`config.mk`:
```
export PLATFORM = sky130hd
export DESIGN_NAME = bcs_ram
export DESIGN_NICKNAME = d
export VERILOG_FILES = /design/src/bcs_ram.sv
export SDC_FILE = /design/constraint.sdc
export NUM_CORES = 1
export LEC_CHECK = 0
export ABC_AREA = 0
export BUFFER_PORTS_ARGS = -buffer_cell sky130_fd_sc_hd__buf_2
export CAP_MARGIN = 10
export CORE_ASPECT_RATIO = 0.5
export CORE_MARGIN = 2
export CORE_UTILIZATION = 45
export CTS_CLUSTER_SIZE = 30
export DETAILED_ROUTE_END_ITERATION = 10
export GPL_TIMING_DRIVEN = 0
export HOLD_SLACK_MARGIN = 0.12
export PLACE_DENSITY = 0.64
export SETUP_SLACK_MARGIN = 0.15
export SLEW_MARGIN = 15
export SYNTH_ARGS = -nofsm -noshare
export SYNTH_HDL_FRONTEND = slang
export SYNTH_SLANG_ARGS = --single-unit
```
`constraint.sdc`:
```
create_clock -name clk -period 2.68 [get_ports clk]
set_clock_uncertainty 0.1 [all_clocks]
set_input_delay 0.402 -clock clk [delete_from_list [all_inputs] [get_ports clk]]
set_output_delay 0.402 -clock clk [all_outputs]
set_load 0.03 [all_outputs]
```
`src/bcs_ram.sv`:
```
// generic single-write, single-read ram with registered read data
module bcs_ram #(
  parameter int WIDTH = 8,
  parameter int DEPTH = 16
) (
  input  logic                     clk,
  input  logic                     we,
  input  logic [$clog2(DEPTH)-1:0] waddr,
  input  logic [WIDTH-1:0]         wdata,
  input  logic [$clog2(DEPTH)-1:0] raddr,
  output logic [WIDTH-1:0]         rdata
);

  logic [WIDTH-1:0] mem_r [DEPTH];
  logic [WIDTH-1:0] rdata_r;

  // write port and registered read port
  always_ff @(posedge clk) begin
    if (we) begin
      mem_r[waddr] <= wdata;
    end
    rdata_r <= mem_r[raddr];
  end

  assign rdata = rdata_r;

endmodule

```
# Word level (Yosys, flattened, before mapping)
# Memory sizes are Yosys's and may differ from the RTL's. A register that Yosys moved wholly into a read port is not among the register bits.
# Index checks and enable logic that the tools add are counted.
word_totals:
  ramBits: 128
  inputBits: 18
  memories: 1
  reg_bits: 0
  wordCells: 3
  output_inout_bits: 8
memory_table:
  columns: ["name", "depth", "width", "rd", "rd_clocked_by_memory_dff", "write_ports", "line_no", "text"]
  rows:
  - ["mem_r", 16, 8, 1, 1, 1, "14", "logic [WIDTH-1:0] mem_r [DEPTH];"]
op_classes:
  muxes: 2
ops:
  columns: ["op", "n"]
  rows:
  - ["1-bit two-way mux", 2]

# Depth between registers and ports, before layout
logic_depth:
  depth_word: 2
  ltp_mapped: 5

# Worst setup path before layout
# OpenSTA, ideal clock, no wires.
synth_timing:
  path_kind: "input to register"
  start: "input waddr[2]"
  end: "memory mem_r[0][0] (enable)"
  path_stages: 2
  n_path_buf: 0
  setup_slack_ns: 0.685
  arrival_ns: 1.512
  path_cell_list: "or3b_2 nor3_1"
synth_rtl:
  columns: ["item", "line_no", "text"]
  rows:
  - ["start: declaration", "8", "input logic [$clog2(DEPTH)-1:0] waddr,"]
  - ["end: declaration", "14", null]
# No word-level cell before the write port.

# Final worst setup path
layout_timing:
  start: "input waddr[2]"
  end: "memory mem_r[2][6] (enable)"
# No word-level cell before the write port.

==> results.py <==
metrics = {
    "setup_path": {
        "critPathMaxFanout": 8,
        "start_kind": "input pin",
        "crit_required_ns": 2.61,
        "arrival_ns": 1.69,
        "reg2reg_to": "rdata[0]$_DFF_P_",
        "endpoint_kind": "register",
        "critical_path_class": "input pin to register",
        "reg2regPathDepth": 3,
        "rr_startpoint": "mem_r[1][0]$_DFFE_PP_",
        "regToRegSetupSlack_ns": 1.07,
    },
    "power": {
        "ir_drop_mv": 0.394,
        "power.leakage_nw": 2.03,
        "p_per_area_nw_per_um2": 809,
    },
    "cts": {
        "cts_root_buffer": "clkbuf_16",
        "clk_latency_ns": 0.41,
        "cts_tree": "yes",
        "postCtsSetupBuffers": 0,
        "clock-sinks": 136,
        "clockBufferDepth": 2,
        "ctsHoldBuffers": 0,
        "ctsHtreeMaxLevel": 4,
        "cts.reportedPaths.clkPinSlew_ns": 0.06,
        "cts-resized-gates": 0,
        "cts_made_buffers": 17,
    },
    "timing": {
        "rsz0062_at_grt": "no",
        "period_needed_ns": 1.76,
        "hold_slack_ns": 0.272,
        "finalCritPeriodShare_pct": 65.6,
        "fin_tns_setup_ns": 0,
        "slew_headroom_pct": 42.3,
        "maxSlewViolCount": 0,
        "tightest_slew_ns": 0.862,
        "fmax_mhz": 569,
        "setup_viol": 0,
        "fin_ws_ns": 0.923,
        "hold_viol_final": 0,
    },
    "global_route": {
        "antenna_found_initial": 0,
        "track_usage_pct": 17.6,
        "grt_pass1_wl_mm": 14.9,
        "grt_max_degree": 17,
        "overflow": 0,
        "grt_pass1_vias": 2547,
    },
    "drt": {
        "vias": 2442,
        "via_per_inst": 5.68,
        "first_iter_violations": 304,
        "drcViolationCount": 0,
        "dr.pass1.iters": 4,
        "final_antenna_net_count": 0,
        "wirelength_mm": 9.75,
        "wl_per_cell_microns": 22.7,
    },
    "die": {
        "fp.dieW_microns": 155,
        "core-area_sq_um": 11100,
        "ioPinCount": 26,
        "fp.dieH_microns": 79.6,
        "start_util_pct": 46.5,
        "fp-row-count": 27,
        "dieArea_sq_um": 12400,
    },
    "logic_synthesis": {
        "synth_top_cell_by_area": "edfxtp_1",
        "synth_most_common_cell": "edfxtp_1",
        "synth_edf_count": 128,
        "async_flop_share_pct": 0,
        "ys_ff_latch": 136,
        "seq_area_frac_synth_pct": 77.8,
        "yosysUniqueCellTypes": 19,
        "avgSynthCellArea_sq_um": 22.5,
        "synth.top_cell.area_share_pct": 74.7,
        "synth_area_leaders": "edfxtp_1, mux4_2, mux4_1",
        "netlist_area_sq_um": 5150,
        "synth_warnings": 0,
        "ys_top_cells_by_count": "edfxtp_1, mux4_2, a22oi_1",
        "syn-num-nets": 247,
        "synth-main-ff-cell": "edfxtp_1",
        "syn_inst": 229,
    },
    "placed_design": {
        "pre_cts_ws_ns": 0.476,
        "port_buffers": 24,
        "hpwl_mm": 6.38,
        "gp_congestion": 0.761,
    },
    "worst_hold_path": {
        "whs_endpoint": "mem_r[7][5]$_DFFE_PP_",
        "min_path_cells": 1,
        "min_path_type": "input pin to register",
        "hp-start": "wdata[5]",
    },
    "cells_and_area": {
        "drive_above_1_share_pct": 29.5,
        "nNetsFinal": 290,
        "synthToLayoutAreaGrowth_pct": 17.3,
        "antenna_cells": 0,
    },
    "run_status": {
        "outcome": "finished, final reports clean",
    },
    "run": {
        "cap_violations": 0,
    },
}
## metal layers
layer  routed length, microns  track usage [%]  vias up
met5                        0                0        -
met4                      105             5.78        0
met3                      721             6.19       10
met2                     4720             27.5       81
met1                     4210             23.5     1291
li1                         -                -     1060
## area by class of cell
type	count	area (sq um)
fillers	826	5040
flip-flops and latches	136	4000
multi-input cells	83	1080
clock buffers	20	437
well taps	145	181
clock inverters	12	133
repair buffers	24	120
plain buffers	10	86.3
## worst max path at each step
| stage | end | slack (ns) | cells past startpoint | startpoint |
|---|---|---|---|---|
| floorplan | mem_r[0][0]$_DFFE_PP_ | 0.69 | 2 | waddr[2] |
| global placement | mem_r[0][2]$_DFFE_PP_ | 0.16 | 3 | waddr[2] |
| detailed placement | mem_r[12][2]$_DFFE_PP_ | 0.48 | 3 | we |
| CTS | mem_r[12][1]$_DFFE_PP_ | 0.91 | 3 | we |
| global route | mem_r[1][3]$_DFFE_PP_ | 0.87 | 3 | waddr[2] |
| finish | mem_r[2][6]$_DFFE_PP_ | 0.92 | 3 | waddr[2] |
## flip-flops by register name, indices dropped and copies added (netlist names)
name,count
mem_r,128
rdata,8
## where the power goes
part	switching, W	internal, W
Combinational	0.000158	0.0000947
Clock	0.000798	0.00144
Sequential	0.0000112	0.00238
## logic make-up (layout without fill, tap and decap cells)
logic type,count (synthesis),count (layout),share of synthesized area [%]
flip-flops,136,136,77.8
AO/OA/AOI/OAI,16,16,2.33
multiplexers,32,32,15.0
buffers and inverters,10,66,1.68
AND/OR/NAND/NOR,35,35,3.18
## cells in the final DEF, fill, tap and decap left out
master           synthesis  final
nand3b_1                 2      2
bufinv_16                0      3
buf_4                    1      1
clkbuf_1                 0      3
clkdlybuf4s25_2          3      3
nor2b_1                  1      1
mux4_1                  14     14
clkinv_1                 0      2
edfxtp_1               128    128
nand2_1                  9      9
buf_6                    3      3
mux4_2                  18     18
nand2b_1                 2      2
or3b_2                   1      1
clkbuf_16                0     17
and2b_1                  1      1
clkinv_2                 0      7
and2_1                   1      1
buf_2                    3     27
a22oi_1                 16     16
dfxtp_1                  8      8
nand3_1                  1      1
nor3_2                   0      4
nor2_1                  13     13
## critical path: stages
cell    delay (ns)
buf_2         0.12
or3b_2        0.53
nor2_1        0.64
## through the flow
stage | cells | utilization (%) | area (sq um) | total power (W)
global route | 430 | 54.5 | 6040 | 0.00503
global placement | 398 | 49.2 | 5450 | 0.00268
finish | 430 | 54.5 | 6040 | 0.00488
detailed placement | 398 | 49.3 | 5460 | 0.00269
floorplan | 229 | - | 5150 | 0.00258
CTS | 430 | 54.4 | 6030 | 0.00492
Power figures use the tool's default switching activity.
