--- src/bcs_pkg.sv ---
// shared types and constants for the binned chi-square score block
package bcs_pkg;

  // fixed field widths of the stream channels
  localparam int SAMPLE_W    = 16;
  localparam int STAT_W      = 32;
  localparam int COUNT_W     = 10;
  localparam int OUT_TDATA_W = 48;
  localparam int FRAC_W      = 16;

  // accumulator holds one bit above the statistic to flag saturation
  localparam int SUM_W = STAT_W + 1;
  localparam logic [SUM_W-1:0]   SUM_CAP   = {1'b1, {STAT_W{1'b0}}};
  localparam logic [STAT_W-1:0]  STAT_MAX  = {STAT_W{1'b1}};
  localparam logic [COUNT_W-1:0] COUNT_MAX = {COUNT_W{1'b1}};

  // sequencer states
  typedef enum logic [15:0] {
    S_LOAD   = 16'h0001,
    S_CLR    = 16'h0002,
    S_RD     = 16'h0004,
    S_BIN    = 16'h0008,
    S_BWAIT  = 16'h0010,
    S_CRD    = 16'h0020,
    S_CWR    = 16'h0040,
    S_SRD0   = 16'h0080,
    S_SRD1   = 16'h0100,
    S_SRD2   = 16'h0200,
    S_TERM1  = 16'h0400,
    S_TERM2  = 16'h0800,
    S_TERM3  = 16'h1000,
    S_CSTART = 16'h2000,
    S_CWAIT  = 16'h4000,
    S_OUT    = 16'h8000
  } state_t;

  // status of a serial divider
  typedef struct packed {
    logic busy;
    logic done;
  } div_status_t;

endpackage

--- src/bcs_div.sv ---
// bit-serial restoring divider, one quotient bit per cycle
module bcs_div #(
  parameter int NUM_W = 8,
  parameter int DEN_W = 4,
  parameter int Q_W   = 4
) (
  input  logic                clk,
  input  logic                rst_n,
  input  logic                start,
  input  logic [NUM_W-1:0]    num,
  input  logic [DEN_W-1:0]    den,
  output logic [Q_W-1:0]      quo,
  output bcs_pkg::div_status_t status
);

  localparam int CNT_W = $clog2(Q_W + 1);

  logic [DEN_W-1:0] rem_r, rem_nxt;
  logic [DEN_W-1:0] den_r, den_nxt;
  logic [Q_W-1:0]   low_r, low_nxt;
  logic [Q_W-1:0]   quo_r, quo_nxt;
  logic [CNT_W-1:0] cnt_r, cnt_nxt;
  logic             busy_r, busy_nxt;
  logic             done_r, done_nxt;
  logic [DEN_W:0]   trial;
  logic [DEN_W:0]   diff;
  logic             ge;

  // one trial subtraction of the shifted remainder
  assign trial = {rem_r, low_r[Q_W-1]};
  assign ge    = trial >= {1'b0, den_r};
  assign diff  = trial - {1'b0, den_r};

  always_comb begin
    rem_nxt  = rem_r;
    den_nxt  = den_r;
    low_nxt  = low_r;
    quo_nxt  = quo_r;
    cnt_nxt  = cnt_r;
    busy_nxt = busy_r;
    done_nxt = 1'b0;
    if (start) begin
      // the high part is already below the divisor
      rem_nxt  = DEN_W'(num >> Q_W);
      low_nxt  = num[Q_W-1:0];
      den_nxt  = den;
      quo_nxt  = '0;
      cnt_nxt  = CNT_W'(Q_W);
      busy_nxt = 1'b1;
    end else if (busy_r) begin
      rem_nxt = ge ? diff[DEN_W-1:0] : trial[DEN_W-1:0];
      low_nxt = low_r << 1;
      quo_nxt = {quo_r[Q_W-2:0], ge};
      cnt_nxt = cnt_r - 1'b1;
      if (cnt_r == CNT_W'(1)) begin
        busy_nxt = 1'b0;
        done_nxt = 1'b1;
      end
    end
  end

  always_ff @(posedge clk) begin
    if (!rst_n) begin
      busy_r <= 1'b0;
      done_r <= 1'b0;
      cnt_r  <= '0;
    end else begin
      busy_r <= busy_nxt;
      done_r <= done_nxt;
      cnt_r  <= cnt_nxt;
    end
    rem_r <= rem_nxt;
    den_r <= den_nxt;
    low_r <= low_nxt;
    quo_r <= quo_nxt;
  end

  assign quo         = quo_r;
  assign status.busy = busy_r;
  assign status.done = done_r;

endmodule

--- config.mk ---
export PLATFORM = sky130hd
export DESIGN_NAME = bcs_div
export DESIGN_NICKNAME = d
export VERILOG_FILES = /design/src/bcs_pkg.sv /design/src/bcs_div.sv
export SDC_FILE = /design/constraint.sdc
export NUM_CORES = 1
export LEC_CHECK = 0
export ABC_AREA = 1
export BUFFER_PORTS_ARGS = -buffer_cell sky130_fd_sc_hd__buf_4
export CELL_PAD_IN_SITES_DETAIL_PLACEMENT = 1
export CELL_PAD_IN_SITES_GLOBAL_PLACEMENT = 1
export CORE_MARGIN = 8
export CORE_UTILIZATION = 36
export DETAILED_ROUTE_END_ITERATION = 10
export PLACE_DENSITY_LB_ADDON = 0.1
export SLEW_MARGIN = 20
export SYNTH_ARGS = -nofsm -noshare
export SYNTH_HDL_FRONTEND = slang
export SYNTH_SLANG_ARGS = --single-unit
--- constraint.sdc ---
create_clock -name clk -period 1.45 [get_ports clk]
set_clock_uncertainty 0.05 [all_clocks]
set_input_delay 0.29 -clock clk [delete_from_list [all_inputs] [get_ports clk]]
set_output_delay 0.29 -clock clk [all_outputs]
set_load 0.03 [all_outputs]
---- After elaboration in Yosys (flattened, before gate mapping) ----
Cells that the tools add are included.
storage, ports and cells
  flip-flop bits (word level) ............. 21
  bits in latches ......................... 0
  memory bits (writable) .................. 0
  bits in read-only memories .............. 0
  input bits .............................. 15
  output and inout bits ................... 6
  memories ................................ 0
cells by class
  add/sub/neg operators ................... 2
  multiply operators ...................... 0
  div/mod/pow operators ................... 0
  magnitude comparators ................... 1
  eq/ne operators ......................... 1
  shift-type cells ........................ 0
  mux-type cells .......................... 11
  bitwise logic cells ..................... 2
  reduce and logical (&&, ||, !) cells .... 3
operator list
  kind                 number
  $mux 4               5
  $mux 3               2
  $ge 5x4->1           1
  $mux 1               4
  $sub 4x4->4          1
  $eq 3x1->1 const B   1
  $reduce_or 3->1      1
  $sub 3x1->3 const B  1
  $not 1->1            2
  $reduce_bool 2->1    1
  $reduce_or 2->1      1

---- Logic depth before layout (Yosys ltp) ----
Gate-level depths: netlist of run 1.
  depth in word-level cells ............... 4
  mapped depth ............................ 11
  mapped depth without buffers ............ 11

---- Least setup slack after synthesis of run 1 ----
No wires, ideal clock.
  path kind ............................... register to register
  start point ............................. reg low_r[3]
  end point ............................... reg rem_r[2], data pin
  arrival ................................. 1.278 ns
  data required time ...................... 1.147 ns
  path slack .............................. -0.131 ns
  stages on the path, launching flop included .. 9
  buffers on the path ..................... 0
  cells stage by stage .................... edfxtp_1 inv_1 ha_1 inv_1 fa_1 xnor2_1 nand2_1 nand3_1 nand2_1
between the ends
  cells in the longest elaborated chain, start to end .. 4
  elaborated cells between the ends (all ways) .. 5
  those cells by class .................... add/sub: 1; order compare: 1; mux: 3
RTL lines
  what                                       RTL line                      RTL
  from (decl)                                bcs_div.sv:20                 logic [Q_W-1:0] low_r, low_nxt;
  from (signal assigned)                     bcs_div.sv:74                 low_r <= low_nxt;
  $sub 4x4->4 or $ge 5x4->1 (tied branches)  bcs_div.sv:32, bcs_div.sv:31
  $mux 4 *                                   bcs_div.sv:51                 rem_nxt = ge ? diff[DEN_W-1:0] : trial[DEN_W-1:0];
  $mux 4 *                                   bcs_div.sv:50                 end else if (busy_r) begin
  $mux 4 *                                   bcs_div.sv:42                 if (start) begin
  via rem_nxt[2]                             bcs_div.sv:18                 logic [DEN_W-1:0] rem_r, rem_nxt;
  to (signal assigned)                       bcs_div.sv:72                 rem_r <= rem_nxt;
  to (decl)                                  bcs_div.sv:18
Mark *: on every way through the listed nets, which the timed path passes. The rest lies on a longest branch. The select of a mux whose other input is x is not followed.
A chain may end at the register's enable or synchronous reset.

---- Final worst setup path of run 1 ----
  start point ............................. reg den_r[0]
  end point ............................... reg rem_r[1], data pin
between the ends
  cells in the longest elaborated chain, start to end .. 4
  elaborated cells between the ends (all ways) .. 5
  those cells by class .................... add/sub: 1; order compare: 1; mux: 3
RTL lines
  what                                       RTL line                      RTL
  from (decl)                                bcs_div.sv:19                 logic [DEN_W-1:0] den_r, den_nxt;
  from (signal assigned)                     bcs_div.sv:73                 den_r <= den_nxt;
  $sub 4x4->4 or $ge 5x4->1 (tied branches)  bcs_div.sv:32, bcs_div.sv:31
  $mux 4 *                                   bcs_div.sv:51
  $mux 4 *                                   bcs_div.sv:50
  $mux 4 *                                   bcs_div.sv:42
  via rem_nxt[1]                             bcs_div.sv:18
Marked as above.

==> metrics.txt, run 1 <==
root buffer cell=clkbuf_4; CTS Buf Count=3; top-count cell post-synth=nand2_1; mapped cell area=roughly 1100 µm²; Die Footprint=about 5000 µm²; fin crit share=113.8%; #FFs+latches synth=21; clk_lat worst skew=~0.3 ns; CTS Sinks=21; Worst-Margin Slew=around 0.26 ns; Post-CTS Hold Fix Bufs=0; crit path launch=den_r[0]; WP buf/inv=2; Worst R2R Setup Slack=-0.20 ns; critical path class=register to register; Seq/Total Area, Yosys=~50%; ANT nets after route=0; final antenna diode count=0; sw frac=32.20%; CP max stage cell=edfxtp_1; Net Sw Power=between 0.5 and 0.6 mW; post-synthesis cell count=122; Max Cap Viol=0; arrival time worst endpoint=between 1.5 and 2 ns; Slew headroom=between 80% and 90%; Die W=70.42 µm; worst-path cell chain=ha_4 > inv_4 > fa_2 > inv_2 > nand2_1 > nand3_1 > nand2_1; cell repeated most along the worst path=nand2_1; Design Area, Final=approximately 1400 µm²; WHS=roughly 0.11 ns; Gate power share=35.2%; Layout area overhead=32.63%; violated checks=setup timing; P per Cell Area=between 1000 and 1500 nW/µm²; CTS HTree Levels=1; Core ar.=2781 µm²; Yosys cell types=22; post-synth top area cell=edfxtp_1; RSZ-0062 raised after global routing=yes; WL per Instance=between 10 and 15 µm; Power, Total=1.566 mW; hpwl dp=approximately 2.0 mm; Yosys top cell area share=around a third; Hold/Removal Path Class=input port to register; minimum clock period=between 1.5 and 2 ns; Top delay family on crit path=adder cells; min setup slack post-route=-0.1998 ns; WP data required=1.46 ns; pin count of the biggest net entering global routing=16; vias post-DR=between 800 and 900; Pins Over Slew Limit=0; layout cells sized above 1=37.91%; Async S/R FF share, synth=0%; worst-path fanout max=2; CP peak stage delay=about 0.44 ns; Initial Util=38.33%; drt first pass iters=4; CTS clk-pin slew, worst paths=between 0.1 and 0.15 ns; ys flop type=edfxtp_1; die height=70.42 µm; CTS tree=built; Placement Cell Area=around 1300 µm²; Sequential Power Share=approximately 47%; Tot GR Track Use=a little over a tenth; Setup Viol. Count Final=5; first-pass GRT wire length=4.367 mm; vias per cell=between 4 and 5; EDFF count, synth=12; worst vdd ir=slightly above 700 µV; filler cell count=~340; Net Count, Synth=144; clock tree buffer depth=2; Highest Clock Rate=606.1 MHz; yosys warns=0; 1st-iter DRT viols=17; Reg-to-Reg Start=den_r[0]; initial antenna violation count=0; Leakage=0.6753 nW; Non-Filler Instances=approximately 180; RR Endpoint=rem_r[1]; remaining global-route overflow=0; Post-synth top cells=35 x nand2_1, 19 x inv_1, 12 x edfxtp_1, 12 x nand3_1, 9 x dfxtp_1; reg2reg path depth=7; crit path to=rem_r[1]; total routed wirelength=around 2.5 mm; port bufs=20; Internal Power=1.062 mW; crit start category=register; Total Nets Final=around 180; DR DRC count=0; Ports=21; pre-CTS WS=-0.2392 ns; vias in the first global route=roughly 960; Placed Cells=roughly 170; num rows=19; CP Depth=7; Synth Area per Inst=~9 µm²; Critical Path End Type=register; Clk pwr share=a little under a fifth; status=finished, violations left; Final Hold Vio Count=0; GPL Wtd Cong=approximately 0.76; Area contributors post-synth=edfxtp_1 34%, dfxtp_1 17%, nand2_1 12%
==> how the worst min path moves through the flow <==
stage | startpoint | end | slack [ns] | cells past startpoint
2_1_floorplan | den[0] | den_r[0] | 0.34 | 0
3_3_place_gp | quo[3] | quo[3] | 0.40 | 2
3_5_place_dp | quo[3] | quo[3] | 0.41 | 2
4_1_cts | den[3] | den_r[3] | 0.1 | 1
5_1_grt | den[3] | den_r[3] | 0.07 | 1
6_report | den[3] | den_r[3] | 0.11 | 1
==> area by class of cell <==
| class | instances | area [µm²] | area share [%] |
|---|---|---|---|
| Tap cell | 31 | 38.79 | 2.743 |
| Sequential cell | 21 | 540.5 | 38.23 |
| Multi-Input combinational cell | 73 | 473.0 | 33.45 |
| Clock buffer | 3 | 22.52 | 1.593 |
| Inverter | 24 | 93.84 | 6.637 |
| Clock inverter | 1 | 5.005 | 0.3540 |
| Timing Repair Buffer | 31 | 240.2 | 16.99 |
==> logic make-up (layout without fill, tap and decap cells) <==
group	Yosys count	count (layout)	share of synthesized area, %
flops	21	21	50.70
fa+ha+maj	7	7	8.920
simple gates	55	55	23.12
compound gates	10	10	5.634
buf+inv	28	59	10.80
xor+xnor	1	1	0.8217
==> power groups by stage <==
stage / clock network, mW / registers, mW / logic (mW)
floorplan: 0 / 0.746 / 0.300
global placement: 0 / 0.736 / 0.442
detailed placement: 0 / 0.740 / 0.458
CTS: 0.295 / 0.729 / 0.536
global route: 0.330 / 0.735 / 0.611
finish: 0.286 / 0.729 / 0.551
==> layout by cell type (no fill, tap or decap), drive strengths merged, types with 2 or more instances in the layout <==
cell     n
a21oi    3
buf     31
clkbuf   3
clkinv   2
dfxtp    9
edfxtp  12
ha       6
inv     23
nand2   38
nand3   12
nor2     5
o21ai    3
o22ai    2
==> flip-flops by register name, indices dropped and copies added (netlist names) <==
name and flops:
den_r 4, low_r 4, rem_r 4, done_r 1
busy_r 1, quo 4, cnt_r 3
==> what timing repair did <==
action | in CTS | in global routing
pin swaps | 6 | 2
setup buffers | 3 | 3
gates cloned | 0 | 0
gates resized for setup | 13 | 2
endpoints found under the setup margin | 5 | 5
==> per-stage QoR <==
stage	setup TNS, ns	utilization, %
2_1_floorplan	-0.2615	-
3_3_place_gp	-0.6420	46.20
3_5_place_dp	-0.8633	46.20
4_1_cts	-0.7133	49.80
5_1_grt	-1.064	50.83
6_report	-0.6755	50.83
==> layer usage <==
layer,global-route usage (%),share of wire (%),wire length [µm],up-vias
met4,4.018,0.82,21,0
li1,-,-,-,447
met3,2.542,2.6,65,2
met5,0,0,0,-
met1,12.67,45,1141,414
met2,18.51,52,1320,10
No activity file was read; power rests on OpenSTA's default activity.
==> run 2: changes to the inputs <==
--- a/config.mk
+++ b/config.mk
@@ -10,7 +10,7 @@
 export CELL_PAD_IN_SITES_DETAIL_PLACEMENT = 1
 export CELL_PAD_IN_SITES_GLOBAL_PLACEMENT = 1
 export CORE_MARGIN = 8
-export CORE_UTILIZATION = 36
+export CORE_UTILIZATION = 39
 export DETAILED_ROUTE_END_ITERATION = 10
 export PLACE_DENSITY_LB_ADDON = 0.1
 export SLEW_MARGIN = 20
==> constraint.sdc (replaced) <==
create_clock -name clk -period 1.8 [get_ports clk]
set_clock_uncertainty 0.05 [all_clocks]
set_input_delay 0.36 -clock clk [delete_from_list [all_inputs] [get_ports clk]]
set_output_delay 0.36 -clock clk [all_outputs]
set_load 0.03 [all_outputs]
==> run 2 against run 1 <==
Effect of this change:
- the flow now finishes without violations
- clock power fell by 23%
- global-route usage up 0.055 points
- sequential power fell by 19%
- die area shrank 6.0%
- critical endpoint is now rem_r[2]
- sequential share of layout area rose by 4.2 points
==> metrics.txt, run 2 (synthesis results as in run 1) <==
worst-path fanout max=5; DR DRC count=0; Setup Fix Bufs, Post-CTS=0; layout cells sized above 1=roughly a quarter; initial antenna violation count=0; top sig layer=met4; port bufs=20; Die Footprint=roughly 4700 µm²; Die W=between 60 and 70 µm; P per Cell Area=891.3 nW/µm²; clock tree buffer depth=2; WL per Instance=12.96 µm; remaining global-route overflow=0; Metal-1 WL=around 930 µm; CTS resizes=0; final antenna diode count=0; Post-CTS Hold Fix Bufs=0; CTS tree=built; pin count of the biggest net entering global routing=16; crit start category=register; CP max stage cell=edfxtp_1; Leakage=between 0.6 and 0.7 nW; setup TNS=0 ns; CTS Buf Count=3; Gate power share=between 20% and 30%; Core ar.=around 2700 µm²; worst vdd ir=approximately 450 µV; Sequential Power Share=a little over half; Slew headroom=~78%; vias post-DR=~800; WP data required=roughly 1.8 ns; CTS HTree Levels=1; num rows=19; Pins Over Slew Limit=0; Clk pwr share=19.3%; wire length on met3=77 µm; Setup Viol. Count Final=0; clk_lat worst skew=about 0.30 ns; fin crit share=93.13%; vias per cell=about 4.7; Critical Path End Type=register; arrival time worst endpoint=between 1.5 and 2 ns; most frequent cells in the layout=35 x nand2_1, 20 x buf_4, 19 x inv_1; Max Cap Viol=0; GPL Wtd Cong=about 0.77; 1st-iter DRT viols=19; Top delay family on crit path=simple AND/OR/NAND/NOR gates; Total Nets Final=165; status=complete, no violations; critical path class=register to register; Tot GR Track Use=between 10 and 15%; minimum clock period=1.676 ns; vias in the first global route=870; Net Sw Power=between 0.3 and 0.4 mW; Internal Power=about 0.78 mW; CTS clk-pin slew, worst paths=0.11 ns; CTS Sinks=21; drt first pass iters=3; Layout area overhead=19.48%; WP buf/inv=1; Final Hold Vio Count=0; first-pass GRT wire length=3.739 mm; CP peak stage delay=between 0.4 and 0.5 ns; commonest non-fill, non-tap cell in the layout=nand2_1; die height=roughly 68 µm; hpwl dp=about 1.8 mm; Highest Clock Rate=between 500 and 600 MHz; sw frac=between 30% and 40%; cell repeated most along the worst path=nand2_1; Hold/Removal Path Class=input port to register; WHS=between 0.15 and 0.2 ns; Initial Util=around two fifths; worst-path cell chain=ha_1 > nand2_1 > clkinv_1 > nand2_1 > nand2_2 > nand2_4 > nand3_1 > nand3_1 > nand2_1; root buffer cell=clkbuf_4; Worst-Margin Slew=between 0.3 and 0.4 ns; total routed wirelength=roughly 2.2 mm; Met2 Wirelength=roughly 1.2 mm; ANT nets after route=0; Ports=21; RSZ-0062 raised after global routing=no
run 2: power groups by stage:
stage	Clock [mW]	Combinational [mW]	Sequential, mW
6_report	0.219	0.325	0.591
5_1_grt	0.253	0.374	0.597
4_1_cts	0.236	0.323	0.589
3_5_place_dp	0	0.322	0.600
3_3_place_gp	0	0.307	0.597
2_1_floorplan	0	0.231	0.598
run 2: area by class of cell:
class                   instances  area, µm²
clock buffers                   4      26.28
fillers                       318       1413
inverters                      24      90.09
multi-input cells              73      427.9
flip-flops and latches         21      540.5
well taps                      31      38.79
repair buffers                 20      150.1
run 2: metrics by stage:
stage / total power [mW] / cell area, µm² / utilization, % / instances / setup WS, ns
after floorplan: 0.8289 / 1066 / - / 122 / 0.2185
final: 1.135 / 1274 / 47.42 / 173 / 0.1237
after global placement: 0.9043 / 1230 / 45.78 / 169 / 0.07660
after global routing: 1.223 / 1274 / 47.42 / 173 / 0.002342
after detailed placement: 0.9216 / 1230 / 45.78 / 169 / 0.05834
after CTS: 1.148 / 1256 / 46.76 / 173 / 0.03492
run 2: worst paths after layout:
check                              start        to  slack, ns  cells past startpoint
worst max-delay path            rem_r[0]  rem_r[2]       0.12                      9
worst min-delay path              den[0]  den_r[0]       0.18                      1
worst max register to register  rem_r[0]  rem_r[2]       0.12                      9
worst min register to register    quo[3]    quo[3]       0.43                      2
run 2: worst reg2reg max path, stage by stage, from the launching register on:
cell and delay, ns:
edfxtp_1 0.48, ha_1 0.35, nand2_1 0.07, clkinv_1 0.06, nand2_1 0.07, nand2_2 0.06, nand2_4 0.09, nand3_1 0.07
nand3_1 0.10, nand2_1 0.05
run 2: metal layers:
layer / vias up / global-route usage, %
li1: 427 / -
met1: 378 / 10.80
met2: 9 / 20.05
met3: 4 / 3.273
met4: 0 / 5.371
met5: - / 0
